**src/gvts_pkg.sv**
```systemverilog
// ----------------------------------------------------------------------------
// gvts_pkg: shared types and constants of the Gouraud shading unit
// Payload structs, configuration register indexes and the command and status
// structs that join the controller to the datapath.
// ----------------------------------------------------------------------------
package gvts_pkg;

  typedef struct packed {
    logic               mode;
    logic [1:0]         corner;
    logic signed [15:0] pos_x;
    logic signed [15:0] pos_y;
    logic signed [15:0] pos_z;
    logic signed [15:0] norm_x;
    logic signed [15:0] norm_y;
    logic signed [15:0] norm_z;
    logic [16:0]        bary_0;
    logic [16:0]        bary_1;
    logic [16:0]        bary_2;
  } in_item_t;

  typedef struct packed {
    logic               is_fragment;
    logic signed [31:0] screen_x;
    logic signed [31:0] screen_y;
    logic signed [31:0] screen_z;
    logic [7:0]         gray;
  } out_item_t;

  localparam logic [2:0] CfgRow0  = 3'd0;
  localparam logic [2:0] CfgRow3  = 3'd3;
  localparam logic [2:0] CfgLight = 3'd4;

  localparam int unsigned DivBits = 56;

  typedef enum logic [3:0] {
    ST_IDLE,
    ST_LIGHT,
    ST_MAC,
    ST_INTEN,
    ST_DIV_START,
    ST_DIV_WAIT,
    ST_FRAG,
    ST_GRAY,
    ST_OUT
  } state_e;

  // Commands from the controller to the datapath.
  typedef struct packed {
    logic       load;       // capture the accepted item
    logic       clr_acc;    // clear the accumulator
    logic       mac_light;  // multiply-accumulate a normal term
    logic       mac_mat;    // multiply-accumulate a matrix term
    logic       mac_frag;   // multiply-accumulate a fragment term
    logic [1:0] row;
    logic [1:0] col;
    logic       save_row;   // store the accumulator as row result
    logic       store_int;  // write the corner intensity
    logic       div_start;
    logic [1:0] div_sel;
    logic       div_save;
    logic       gray_mul;
    logic       out_load;
  } cmd_t;

  typedef struct packed {
    logic mode;
    logic div_done;
  } sts_t;

endpackage

```
**src/gvts_div.sv**
```systemverilog
// ----------------------------------------------------------------------------
// gvts_div: serial signed divider
// Restoring divider, one quotient bit a cycle, with zero-divisor and range
// saturation to the signed 32-bit range.
// ----------------------------------------------------------------------------
module gvts_div (
  input  logic               clk_i,
  input  logic               rst_ni,
  input  logic               start_i,
  input  logic signed [37:0] num_i,
  input  logic signed [37:0] den_i,
  output logic               done_o,
  output logic signed [31:0] quo_o
);

  localparam int unsigned NB = gvts_pkg::DivBits;

  logic [NB-1:0] rem_q, rem_d;
  logic [NB-1:0] quo_q, quo_d;
  logic [NB-1:0] dvs_q, dvs_d;
  logic [5:0]    cnt_q, cnt_d;
  logic          busy_q, busy_d;
  logic          neg_q, neg_d;
  logic          zero_q, zero_d;
  logic [1:0]    zsgn_q, zsgn_d;
  logic          done_q, done_d;
  logic signed [31:0] res_q, res_d;

  logic [NB-1:0]  num_abs;
  logic [NB-1:0]  den_abs;
  logic [NB:0]    trial;
  logic [NB-1:0]  shifted;
  logic signed [NB:0] sq;

  always_comb begin
    num_abs = num_i[37] ? NB'(-{{(NB-38){num_i[37]}}, num_i}) << 16
                        : NB'({{(NB-38){1'b0}}, num_i}) << 16;
    den_abs = den_i[37] ? NB'(-{{(NB-38){den_i[37]}}, den_i})
                        : NB'({{(NB-38){1'b0}}, den_i});
    shifted = {rem_q[NB-2:0], quo_q[NB-1]};
    trial   = {1'b0, shifted} - {1'b0, dvs_q};
    rem_d = rem_q; quo_d = quo_q; dvs_d = dvs_q; cnt_d = cnt_q;
    busy_d = busy_q; neg_d = neg_q; zero_d = zero_q; zsgn_d = zsgn_q;
    done_d = 1'b0; res_d = res_q;
    sq = '0;
    if (start_i) begin
      rem_d  = '0;
      quo_d  = num_abs;
      dvs_d  = den_abs;
      cnt_d  = 6'(NB);
      busy_d = 1'b1;
      neg_d  = num_i[37] ^ den_i[37];
      zero_d = (den_i == '0);
      zsgn_d = {num_i[37], num_i != '0};
    end else if (busy_q) begin
      if (zero_q) begin
        busy_d = 1'b0;
        done_d = 1'b1;
        priority if (!zsgn_q[0]) res_d = '0;
        else if (zsgn_q[1]) res_d = 32'sh8000_0000;
        else res_d = 32'sh7fff_ffff;
      end else if (cnt_q != '0) begin
        quo_d = {quo_q[NB-2:0], ~trial[NB]};
        rem_d = trial[NB] ? shifted : trial[NB-1:0];
        cnt_d = cnt_q - 6'd1;
      end else begin
        busy_d = 1'b0;
        done_d = 1'b1;
        sq = neg_q ? -$signed({1'b0, quo_q}) : $signed({1'b0, quo_q});
        priority if (sq > $signed((NB+1)'(33'sh0_7fff_ffff))) res_d = 32'sh7fff_ffff;
        else if (sq < -$signed((NB+1)'(33'sh0_8000_0000))) res_d = 32'sh8000_0000;
        else res_d = sq[31:0];
      end
    end
  end

  always_ff @(posedge clk_i or negedge rst_ni) begin
    if (!rst_ni) begin
      busy_q <= 1'b0;
      done_q <= 1'b0;
      cnt_q  <= '0;
    end else begin
      busy_q <= busy_d;
      done_q <= done_d;
      cnt_q  <= cnt_d;
    end
  end

  always_ff @(posedge clk_i) begin
    rem_q <= rem_d; quo_q <= quo_d; dvs_q <= dvs_d; neg_q <= neg_d;
    zero_q <= zero_d; zsgn_q <= zsgn_d; res_q <= res_d;
  end

  assign done_o = done_q;
  assign quo_o  = res_q;

endmodule

```
**src/gvts_dp.sv**
```systemverilog
// ----------------------------------------------------------------------------
// gvts_dp: datapath of the shading unit
// One shared 18x18 signed multiplier with accumulator, row result registers,
// corner intensities, the serial divider and the result register.
// ----------------------------------------------------------------------------
module gvts_dp (
  input  logic                clk_i,
  input  logic                rst_ni,
  input  gvts_pkg::cmd_t      cmd_i,
  output gvts_pkg::sts_t      sts_o,
  input  gvts_pkg::in_item_t  item_i,
  input  logic [63:0]         row_i [4],
  input  logic [47:0]         light_i,
  output gvts_pkg::out_item_t res_o
);

  gvts_pkg::in_item_t item_q;
  logic signed [39:0] acc_q;
  logic signed [37:0] rowv_q [4];
  logic [14:0]        inten_q [3];
  logic signed [31:0] scr_q [3];
  logic [7:0]         gray_q;
  gvts_pkg::out_item_t res_q;

  logic signed [17:0] ma, mb;
  logic signed [35:0] prod;
  logic               div_done;
  logic signed [31:0] div_quo;
  logic signed [37:0] div_num;
  logic [47:0]        g;

  always_comb begin
    ma = '0;
    mb = '0;
    if (cmd_i.mac_light) begin
      unique case (cmd_i.col)
        2'd0:    ma = 18'(item_q.norm_x);
        2'd1:    ma = 18'(item_q.norm_y);
        default: ma = 18'(item_q.norm_z);
      endcase
      mb = 18'($signed(light_i[16*cmd_i.col +: 16]));
    end else if (cmd_i.mac_mat) begin
      mb = 18'($signed(row_i[cmd_i.row][16*cmd_i.col +: 16]));
      unique case (cmd_i.col)
        2'd0:    ma = 18'(item_q.pos_x);
        2'd1:    ma = 18'(item_q.pos_y);
        2'd2:    ma = 18'(item_q.pos_z);
        default: ma = 18'sd4096;
      endcase
    end else if (cmd_i.mac_frag) begin
      ma = $signed({3'b000, inten_q[cmd_i.col]});
      unique case (cmd_i.col)
        2'd0:    mb = $signed({1'b0, item_q.bary_0});
        2'd1:    mb = $signed({1'b0, item_q.bary_1});
        default: mb = $signed({1'b0, item_q.bary_2});
      endcase
    end
    prod = ma * mb;
    div_num = rowv_q[cmd_i.div_sel];
    // The weighted sum of three intensities can reach 33 bits.
    g = 48'(acc_q[33:0]) * 48'd255;
  end

  gvts_div u_div (
    .clk_i   (clk_i),
    .rst_ni  (rst_ni),
    .start_i (cmd_i.div_start),
    .num_i   (div_num),
    .den_i   (rowv_q[3]),
    .done_o  (div_done),
    .quo_o   (div_quo)
  );

  always_ff @(posedge clk_i or negedge rst_ni) begin
    if (!rst_ni) begin
      inten_q <= '{default: '0};
    end else if (cmd_i.store_int && item_q.corner != 2'd3) begin
      if (acc_q <= 0) inten_q[item_q.corner] <= '0;
      else if ((acc_q >>> 14) > 40'sd16384) inten_q[item_q.corner] <= 15'd16384;
      else inten_q[item_q.corner] <= acc_q[28:14];
    end
  end

  always_ff @(posedge clk_i) begin
    if (cmd_i.load) item_q <= item_i;
    if (cmd_i.clr_acc) acc_q <= '0;
    else if (cmd_i.mac_light || cmd_i.mac_mat || cmd_i.mac_frag) acc_q <= acc_q + 40'(prod);
    if (cmd_i.save_row) rowv_q[cmd_i.row] <= acc_q[37:0];
    if (cmd_i.div_save) scr_q[cmd_i.div_sel] <= div_quo;
    if (cmd_i.gray_mul) gray_q <= (g[47:30] > 18'd255) ? 8'd255 : g[37:30];
    if (cmd_i.out_load) begin
      res_q.is_fragment <= item_q.mode;
      res_q.screen_x    <= item_q.mode ? 32'sd0 : scr_q[0];
      res_q.screen_y    <= item_q.mode ? 32'sd0 : scr_q[1];
      res_q.screen_z    <= item_q.mode ? 32'sd0 : scr_q[2];
      res_q.gray        <= item_q.mode ? gray_q : 8'd0;
    end
  end

  assign sts_o.mode     = item_q.mode;
  assign sts_o.div_done = div_done;
  assign res_o          = res_q;

endmodule

```
**src/gvts_ctrl.sv**
```systemverilog
// ----------------------------------------------------------------------------
// gvts_ctrl: controller of the shading unit
// Sequences the multiply-accumulate steps, the three divisions and the
// result handshake.
// ----------------------------------------------------------------------------
module gvts_ctrl (
  input  logic           clk_i,
  input  logic           rst_ni,
  input  logic           in_valid_i,
  output logic           in_stall_o,
  output logic           out_valid_o,
  input  logic           out_stall_i,
  output gvts_pkg::cmd_t cmd_o,
  input  gvts_pkg::sts_t sts_i
);

  gvts_pkg::state_e state_q, state_d;
  logic [1:0] row_q, row_d;
  logic [1:0] col_q, col_d;
  logic       ov_q, ov_d;

  always_comb begin
    state_d = state_q; row_d = row_q; col_d = col_q; ov_d = ov_q;
    cmd_o = '0;
    cmd_o.row = row_q;
    cmd_o.col = col_q;
    cmd_o.div_sel = row_q;
    in_stall_o = 1'b1;
    if (ov_q && !out_stall_i) ov_d = 1'b0;
    unique case (state_q)
      gvts_pkg::ST_IDLE: begin
        in_stall_o = 1'b0;
        if (in_valid_i) begin
          cmd_o.load = 1'b1;
          cmd_o.clr_acc = 1'b1;
          col_d = '0; row_d = '0;
          state_d = gvts_pkg::ST_LIGHT;
        end
      end
      gvts_pkg::ST_LIGHT: begin
        if (sts_i.mode) begin
          state_d = gvts_pkg::ST_FRAG;
        end else begin
          cmd_o.mac_light = 1'b1;
          col_d = col_q + 2'd1;
          if (col_q == 2'd2) begin
            col_d = '0;
            state_d = gvts_pkg::ST_INTEN;
          end
        end
      end
      gvts_pkg::ST_INTEN: begin
        cmd_o.store_int = 1'b1;
        cmd_o.clr_acc = 1'b1;
        state_d = gvts_pkg::ST_MAC;
      end
      gvts_pkg::ST_MAC: begin
        if (col_q == 2'd0 && row_q == 2'd0 && 1'b0) cmd_o.clr_acc = 1'b1;
        cmd_o.mac_mat = 1'b1;
        col_d = col_q + 2'd1;
        if (col_q == 2'd3) state_d = gvts_pkg::ST_DIV_START;
      end
      gvts_pkg::ST_DIV_START: begin
        // Save the finished row; after rows 0-2 the next row's terms follow.
        cmd_o.save_row = 1'b1;
        cmd_o.clr_acc = 1'b1;
        col_d = '0;
        if (row_q == 2'd3) begin
          row_d = '0;
          state_d = gvts_pkg::ST_DIV_WAIT;
        end else begin
          row_d = row_q + 2'd1;
          state_d = gvts_pkg::ST_MAC;
        end
      end
      gvts_pkg::ST_DIV_WAIT: begin
        if (col_q == 2'd0) begin
          cmd_o.div_start = 1'b1;
          col_d = 2'd1;
        end else if (sts_i.div_done) begin
          cmd_o.div_save = 1'b1;
          col_d = 2'd0;
          if (row_q == 2'd2) state_d = gvts_pkg::ST_OUT;
          else row_d = row_q + 2'd1;
        end
      end
      gvts_pkg::ST_FRAG: begin
        cmd_o.mac_frag = 1'b1;
        col_d = col_q + 2'd1;
        if (col_q == 2'd2) state_d = gvts_pkg::ST_GRAY;
      end
      gvts_pkg::ST_GRAY: begin
        cmd_o.gray_mul = 1'b1;
        state_d = gvts_pkg::ST_OUT;
      end
      gvts_pkg::ST_OUT: begin
        if (!ov_q || !out_stall_i) begin
          cmd_o.out_load = 1'b1;
          ov_d = 1'b1;
          state_d = gvts_pkg::ST_IDLE;
        end
      end
      default: state_d = gvts_pkg::ST_IDLE;
    endcase
  end

  always_ff @(posedge clk_i or negedge rst_ni) begin
    if (!rst_ni) begin
      state_q <= gvts_pkg::ST_IDLE;
      row_q <= '0; col_q <= '0; ov_q <= 1'b0;
    end else begin
      state_q <= state_d; row_q <= row_d; col_q <= col_d; ov_q <= ov_d;
    end
  end

  assign out_valid_o = ov_q;

  a_one_start: assert property (@(posedge clk_i) disable iff (!rst_ni)
    cmd_o.div_start |=> !cmd_o.div_start)
    else $error("divider restarted back to back");
  a_load_idle: assert property (@(posedge clk_i) disable iff (!rst_ni)
    cmd_o.load |-> state_q == gvts_pkg::ST_IDLE)
    else $error("item loaded outside idle");
  a_no_overwrite: assert property (@(posedge clk_i) disable iff (!rst_ni)
    (ov_q && out_stall_i) |-> !cmd_o.out_load)
    else $error("stalled result overwritten");

endmodule

```
**src/gouraud_vertex_transform_shade.sv**
```systemverilog
// ----------------------------------------------------------------------------
// gouraud_vertex_transform_shade: Gouraud vertex transform and shade unit
// Top level joining configuration registers, controller and datapath.
// ----------------------------------------------------------------------------
// Usage: items enter on in_valid_i/in_stall_o, one beat per item; each gives
// one result beat on out_valid_o/out_stall_i. A vertex beat computes and
// stores its corner intensity (three multiplies), then sixteen multiplies on
// the shared multiplier, then three serial divisions. A fragment beat takes
// three multiplies and the gray scaling.
// One item is in work at a time. The result register holds the finished beat
// while the receiver stalls; the next item is accepted meanwhile and waits
// only for the register before its result is loaded.
// Configuration writes (cfg_valid_i/cfg_ready_o) are always taken and must
// only be issued while the block is idle. Reset clears the matrix, the light
// direction and the stored corner intensities; no clearing pass is needed.
// ----------------------------------------------------------------------------
module gouraud_vertex_transform_shade (
  input  logic                clk_i,
  input  logic                rst_ni,
  input  logic                in_valid_i,
  output logic                in_stall_o,
  input  gvts_pkg::in_item_t  in_item_i,
  output logic                out_valid_o,
  input  logic                out_stall_i,
  output gvts_pkg::out_item_t out_item_o,
  input  logic                cfg_valid_i,
  output logic                cfg_ready_o,
  input  logic [2:0]          cfg_index_i,
  input  logic [63:0]         cfg_data_i
);

  logic [63:0] row_q [4];
  logic [47:0] light_q;
  gvts_pkg::cmd_t cmd;
  gvts_pkg::sts_t sts;

  assign cfg_ready_o = 1'b1;

  always_ff @(posedge clk_i or negedge rst_ni) begin
    if (!rst_ni) begin
      row_q   <= '{default: '0};
      light_q <= '0;
    end else if (cfg_valid_i) begin
      if (cfg_index_i <= gvts_pkg::CfgRow3) row_q[cfg_index_i[1:0]] <= cfg_data_i;
      else if (cfg_index_i == gvts_pkg::CfgLight) light_q <= cfg_data_i[47:0];
    end
  end

  gvts_ctrl u_ctrl (
    .clk_i       (clk_i),
    .rst_ni      (rst_ni),
    .in_valid_i  (in_valid_i),
    .in_stall_o  (in_stall_o),
    .out_valid_o (out_valid_o),
    .out_stall_i (out_stall_i),
    .cmd_o       (cmd),
    .sts_i       (sts)
  );

  gvts_dp u_dp (
    .clk_i   (clk_i),
    .rst_ni  (rst_ni),
    .cmd_i   (cmd),
    .sts_o   (sts),
    .item_i  (in_item_i),
    .row_i   (row_q),
    .light_i (light_q),
    .res_o   (out_item_o)
  );

endmodule
```
**config.mk**
```make
export PLATFORM = sky130hd
export DESIGN_NAME = gouraud_vertex_transform_shade
export DESIGN_NICKNAME = d
export VERILOG_FILES = /design/src/gvts_pkg.sv /design/src/gvts_div.sv /design/src/gvts_dp.sv /design/src/gvts_ctrl.sv /design/src/gouraud_vertex_transform_shade.sv
export SDC_FILE = /design/constraint.sdc
export NUM_CORES = 2
export LEC_CHECK = 0
export ABC_AREA = 1
export BUFFER_PORTS_ARGS = -buffer_cell sky130_fd_sc_hd__buf_4
export CAP_MARGIN = 20
export CORE_MARGIN = 4
export CORE_UTILIZATION = 62
export CTS_BUF_LIST = sky130_fd_sc_hd__clkbuf_2 sky130_fd_sc_hd__clkbuf_4 sky130_fd_sc_hd__clkbuf_8
export CTS_CLUSTER_DIAMETER = 120
export CTS_CLUSTER_SIZE = 28
export DETAILED_ROUTE_END_ITERATION = 16
export GPL_TIMING_DRIVEN = 0
export PLACE_DENSITY = 0.81
export SLEW_MARGIN = 20
export SYNTH_ARGS = -nofsm -noshare
export SYNTH_HDL_FRONTEND = slang
export SYNTH_SLANG_ARGS = --single-unit
```
**constraint.sdc**
```tcl
create_clock -name clk_i -period 11.5 [get_ports clk_i]
set_input_delay 2.3 -clock clk_i [delete_from_list [all_inputs] [get_ports clk_i]]
set_output_delay 2.3 -clock clk_i [all_outputs]
set_load 0.05 [all_outputs]
```
==> flow_metrics.tcl <==
set metrics [dict create \
    xor_xnor_fraction_of_synth_area 0.0204 \
    synthAdderAreaFrac 0.190 \
    die_h_um 349 \
    ctsHtreeMaxLevel 2 \
    worst-path-max-fanout 11 \
    dpl-instance-area_um2 77300 \
    flow.area_growth_from_synthesis_pct 8.55 \
    regArea_um2 30800 \
    die_width_um 349 \
    multiInputGateArea_um2 35500 \
    final_design_area_no_fill_um2 78400 \
    post_drt_via_cell_ratio 5.89 \
    layout-drive-gt1-share 0.0776 \
    floorplan.initialDensity 0.628 \
    grt_first_pass_wirelength_mm 346 \
    tmin_final_ps 10810 \
    synth.cell_area_um2 72200 \
    final-max-slew-violation-count 0 \
    crit_path_top_delay_cell "sky130_fd_sc_hd__fa_1" \
    first_pass_drt_iterations 6 \
    synth_cell_type_count 62 \
    synth_simple_gate_area_share 0.168 \
    timing_worst_slew_pin_value_ps 1170 \
    synth_flop_cell "sky130_fd_sc_hd__edfxtp_1" \
    synthCells 8036 \
    clkSlewWorstSetupHoldPaths_ps 190 \
    routed_len_inst_um 22.8 \
    clock_tree_from_tritoncts "built" \
    setup_viol_count_final 0 \
    dp.cells 9921 \
    synth_seq_cells 1120 \
    cts-root-buf "sky130_fd_sc_hd__clkbuf_8" \
    yosys_warnings 0 \
    grt_max_degree 100 \
    vias 59000 \
    critPathCaptureType "register" \
    grtUsageTotal 0.373 \
    worst_clock_skew_ps 59.3 \
    num-nets-final 9465 \
    slew_headroom 0.223 \
    route.detailed.drc 0 \
    commonest_non_fill_non_tap_cell_in_the_layout "sky130_fd_sc_hd__nand2_1" \
    timing.critical_path.slowest_cell_delay_ps 640 \
    route.antenna.remaining_nets 0 \
    synth_top_family_by_area "adder cells" \
    cap_violations 0 \
    synth_edf_count 659 \
    clk_path_buf_depth 3 \
    io_buffers 328 \
    hp-class "register to register" \
    detailedRoute.firstIterationViolations 6554 \
    total_wire_length_after_detailed_routing_mm 228 \
    core-area_um2 115000 \
    rows 124 \
    floorplan.die_area_um2 122000 \
    run_status "finished clean" \
    holdBufCountCts 0 \
    layout_common_cells "1793 x sky130_fd_sc_hd__nand2_1, 1213 x sky130_fd_sc_hd__inv_1, 806 x sky130_fd_sc_hd__nor2_1" \
    ys_seq_area_frac 0.427 \
    synth_async_sr_flop_share 0.327 \
    crit_path_start_kind "register" \
    unrepaired_setup_endpoints_after_global_routing "no" \
    hold_viol 0 \
    num-fill-cells 9252 \
    post_synthesis_compound_gate_area_fraction 0.111 \
    cts.sink_count 1120 \
    timing.critical_path.arrival_ps 11560 \
    clock_latency_ps 820 \
    antenna_violations_before_repair 4 \
    min_period_over_period 0.940 \
    criticalPathCategory "register to register" \
    cp_data_required_time_ps 12240 \
    gr-total-overflow 0 \
    io-pin-count 330 \
    place.gp.congestion 0.999 \
    synth.area.mux_share 0 \
    hpwlAfterDp_mm 181 \
    cts_inserted_buffers 47 \
    grt_pass1_vias 58700 \
    syn_avg_cell_area_um2 8.98 \
    final_cells 10000 \
    final_standard_cell_utilization_of_the_core 0.682 \
    maximum_clock_frequency_ghz 0.0925 \
]
==> cells in the mapped netlist, types with 6 or more instances <==
cell type | count | area (um2)
sky130_fd_sc_hd__o221ai_1 | 38 | 333
sky130_fd_sc_hd__edfxtp_1 | 659 | 19800
sky130_fd_sc_hd__xnor2_1 | 81 | 709
sky130_fd_sc_hd__nand3_1 | 248 | 1240
sky130_fd_sc_hd__xor2_1 | 87 | 762
sky130_fd_sc_hd__a221oi_1 | 7 | 61.3
sky130_fd_sc_hd__nor3_1 | 38 | 190
sky130_fd_sc_hd__nor2_1 | 816 | 3060
sky130_fd_sc_hd__nand3b_1 | 8 | 60.1
sky130_fd_sc_hd__a21oi_2 | 6 | 52.6
sky130_fd_sc_hd__o2111ai_1 | 8 | 70.1
sky130_fd_sc_hd__clkbuf_1 | 178 | 668
sky130_fd_sc_hd__inv_2 | 7 | 26.3
sky130_fd_sc_hd__buf_2 | 84 | 420
sky130_fd_sc_hd__a31oi_1 | 32 | 200
sky130_fd_sc_hd__o21a_1 | 8 | 60.1
sky130_fd_sc_hd__nor4_1 | 10 | 62.6
sky130_fd_sc_hd__a21oi_1 | 321 | 1610
sky130_fd_sc_hd__fa_1 | 518 | 10400
sky130_fd_sc_hd__nor2_2 | 15 | 93.8
sky130_fd_sc_hd__o22ai_1 | 37 | 231
sky130_fd_sc_hd__dfxtp_1 | 95 | 1900
sky130_fd_sc_hd__o311ai_0 | 8 | 70.1
sky130_fd_sc_hd__buf_1 | 9 | 33.8
sky130_fd_sc_hd__ha_1 | 268 | 3350
sky130_fd_sc_hd__inv_1 | 1215 | 4560
sky130_fd_sc_hd__o21bai_1 | 21 | 158
sky130_fd_sc_hd__or2_2 | 14 | 87.6
sky130_fd_sc_hd__o21ai_0 | 679 | 3400
sky130_fd_sc_hd__a22oi_2 | 6 | 75.1
sky130_fd_sc_hd__o22a_1 | 19 | 166
sky130_fd_sc_hd__buf_4 | 22 | 165
sky130_fd_sc_hd__o211ai_1 | 67 | 503
sky130_fd_sc_hd__buf_6 | 12 | 135
sky130_fd_sc_hd__nand2_1 | 1794 | 6730
sky130_fd_sc_hd__a32oi_1 | 6 | 52.6
sky130_fd_sc_hd__nand2_2 | 8 | 50.1
sky130_fd_sc_hd__a21o_1 | 31 | 233
sky130_fd_sc_hd__a22oi_1 | 33 | 248
sky130_fd_sc_hd__dfrtp_1 | 366 | 9160
sky130_fd_sc_hd__o21ai_1 | 52 | 260
sky130_fd_sc_hd__nand4_1 | 53 | 332
==> through the flow <==
step           setup TNS (ps)  setup WS, ps  hold slack [ps]
2_1_floorplan               0          1790              424
3_3_place_gp           -71010         -1870              430
3_5_place_dp             -129          -129              434
4_1_cts                     0          2.69              467
5_1_grt                     0           205              501
6_report                    0           688              466
==> flip-flops by register name, indices dropped and copies added (netlist names), 8 cells and up <==
name              cells
u_dp.acc_q           40
u_dp.rowv_q         152
u_dp.u_div.rem_q     55
u_dp.inten_q         45
u_dp.u_div.quo_o     32
out_item_o           96
u_dp.u_div.quo_q     56
u_dp.u_div.dvs_q     56
u_dp.item_q         149
row_q               256
light_q              48
u_dp.res_o            9
u_dp.gray_q           8
u_dp.scr_q           96
==> worst max-delay path: cells and delay by family, from the launching register on <==
| kind | cells | cell delay [ps] |
|---|---|---|
| buffers and inverters | 11 | 3210 |
| adders and majority gates | 9 | 4460 |
| AOI/OAI and AO/OA | 2 | 630 |
| and+or+nand+nor | 10 | 1920 |
| DFF | 1 | 520 |
==> metal layers <==
layer  vias up  global-route usage  wire length (um)
met3       621              0.0839             24200
li1      26700                   -                 -
met1     28500               0.490             87000
met2      3175               0.598            104000
met5         -                   0                89
met4         6               0.170             12900
==> worst paths after layout <==
path	cells past startpoint	end	from	slack (ps)
max	32	u_dp.acc_q[38]	u_ctrl.col_q[0]	690
min	0	u_dp.res_o[104]	u_dp.sts_o[1]	470
max reg2reg	32	u_dp.acc_q[38]	u_ctrl.col_q[0]	690
min reg2reg	0	u_dp.res_o[104]	u_dp.sts_o[1]	470
max in group asynchronous	3	row_q[199]	rst_ni	9020
min in group asynchronous	1	row_q[40]	rst_ni	1300
==> final cells by class <==
type / count / area share
clock inverters: 9 / 0.00153
multi-input cells: 5404 / 0.453
diodes: 1 / 0.0000319
repair buffers: 356 / 0.0398
clock buffers: 74 / 0.0109
plain buffers: 304 / 0.0183
flip-flops and latches: 1120 / 0.394
inverters: 1224 / 0.0587
well taps: 1512 / 0.0241
==> repair_timing <==
| item | in CTS | in global routing |
|---|---|---|
| resized for setup | 3 | 4 |
| setup endpoints to repair | 1 | 3 |
| setup buffers | 0 | 0 |
| hold endpoints to repair | 0 | 0 |
==> kinds of logic after synthesis <==
kind of cell               after synthesis
DFF                                   1120
xor gates and xnor gates               168
and+or+nand+nor                       3026
other                                    2
AOI/OAI and AO/OA                     1405
buffers and inverters                 1529
adders and majority gates              786
Power is not shown: default switching activity piles up to over one toggle a cycle in this logic, so the estimate is an artifact.
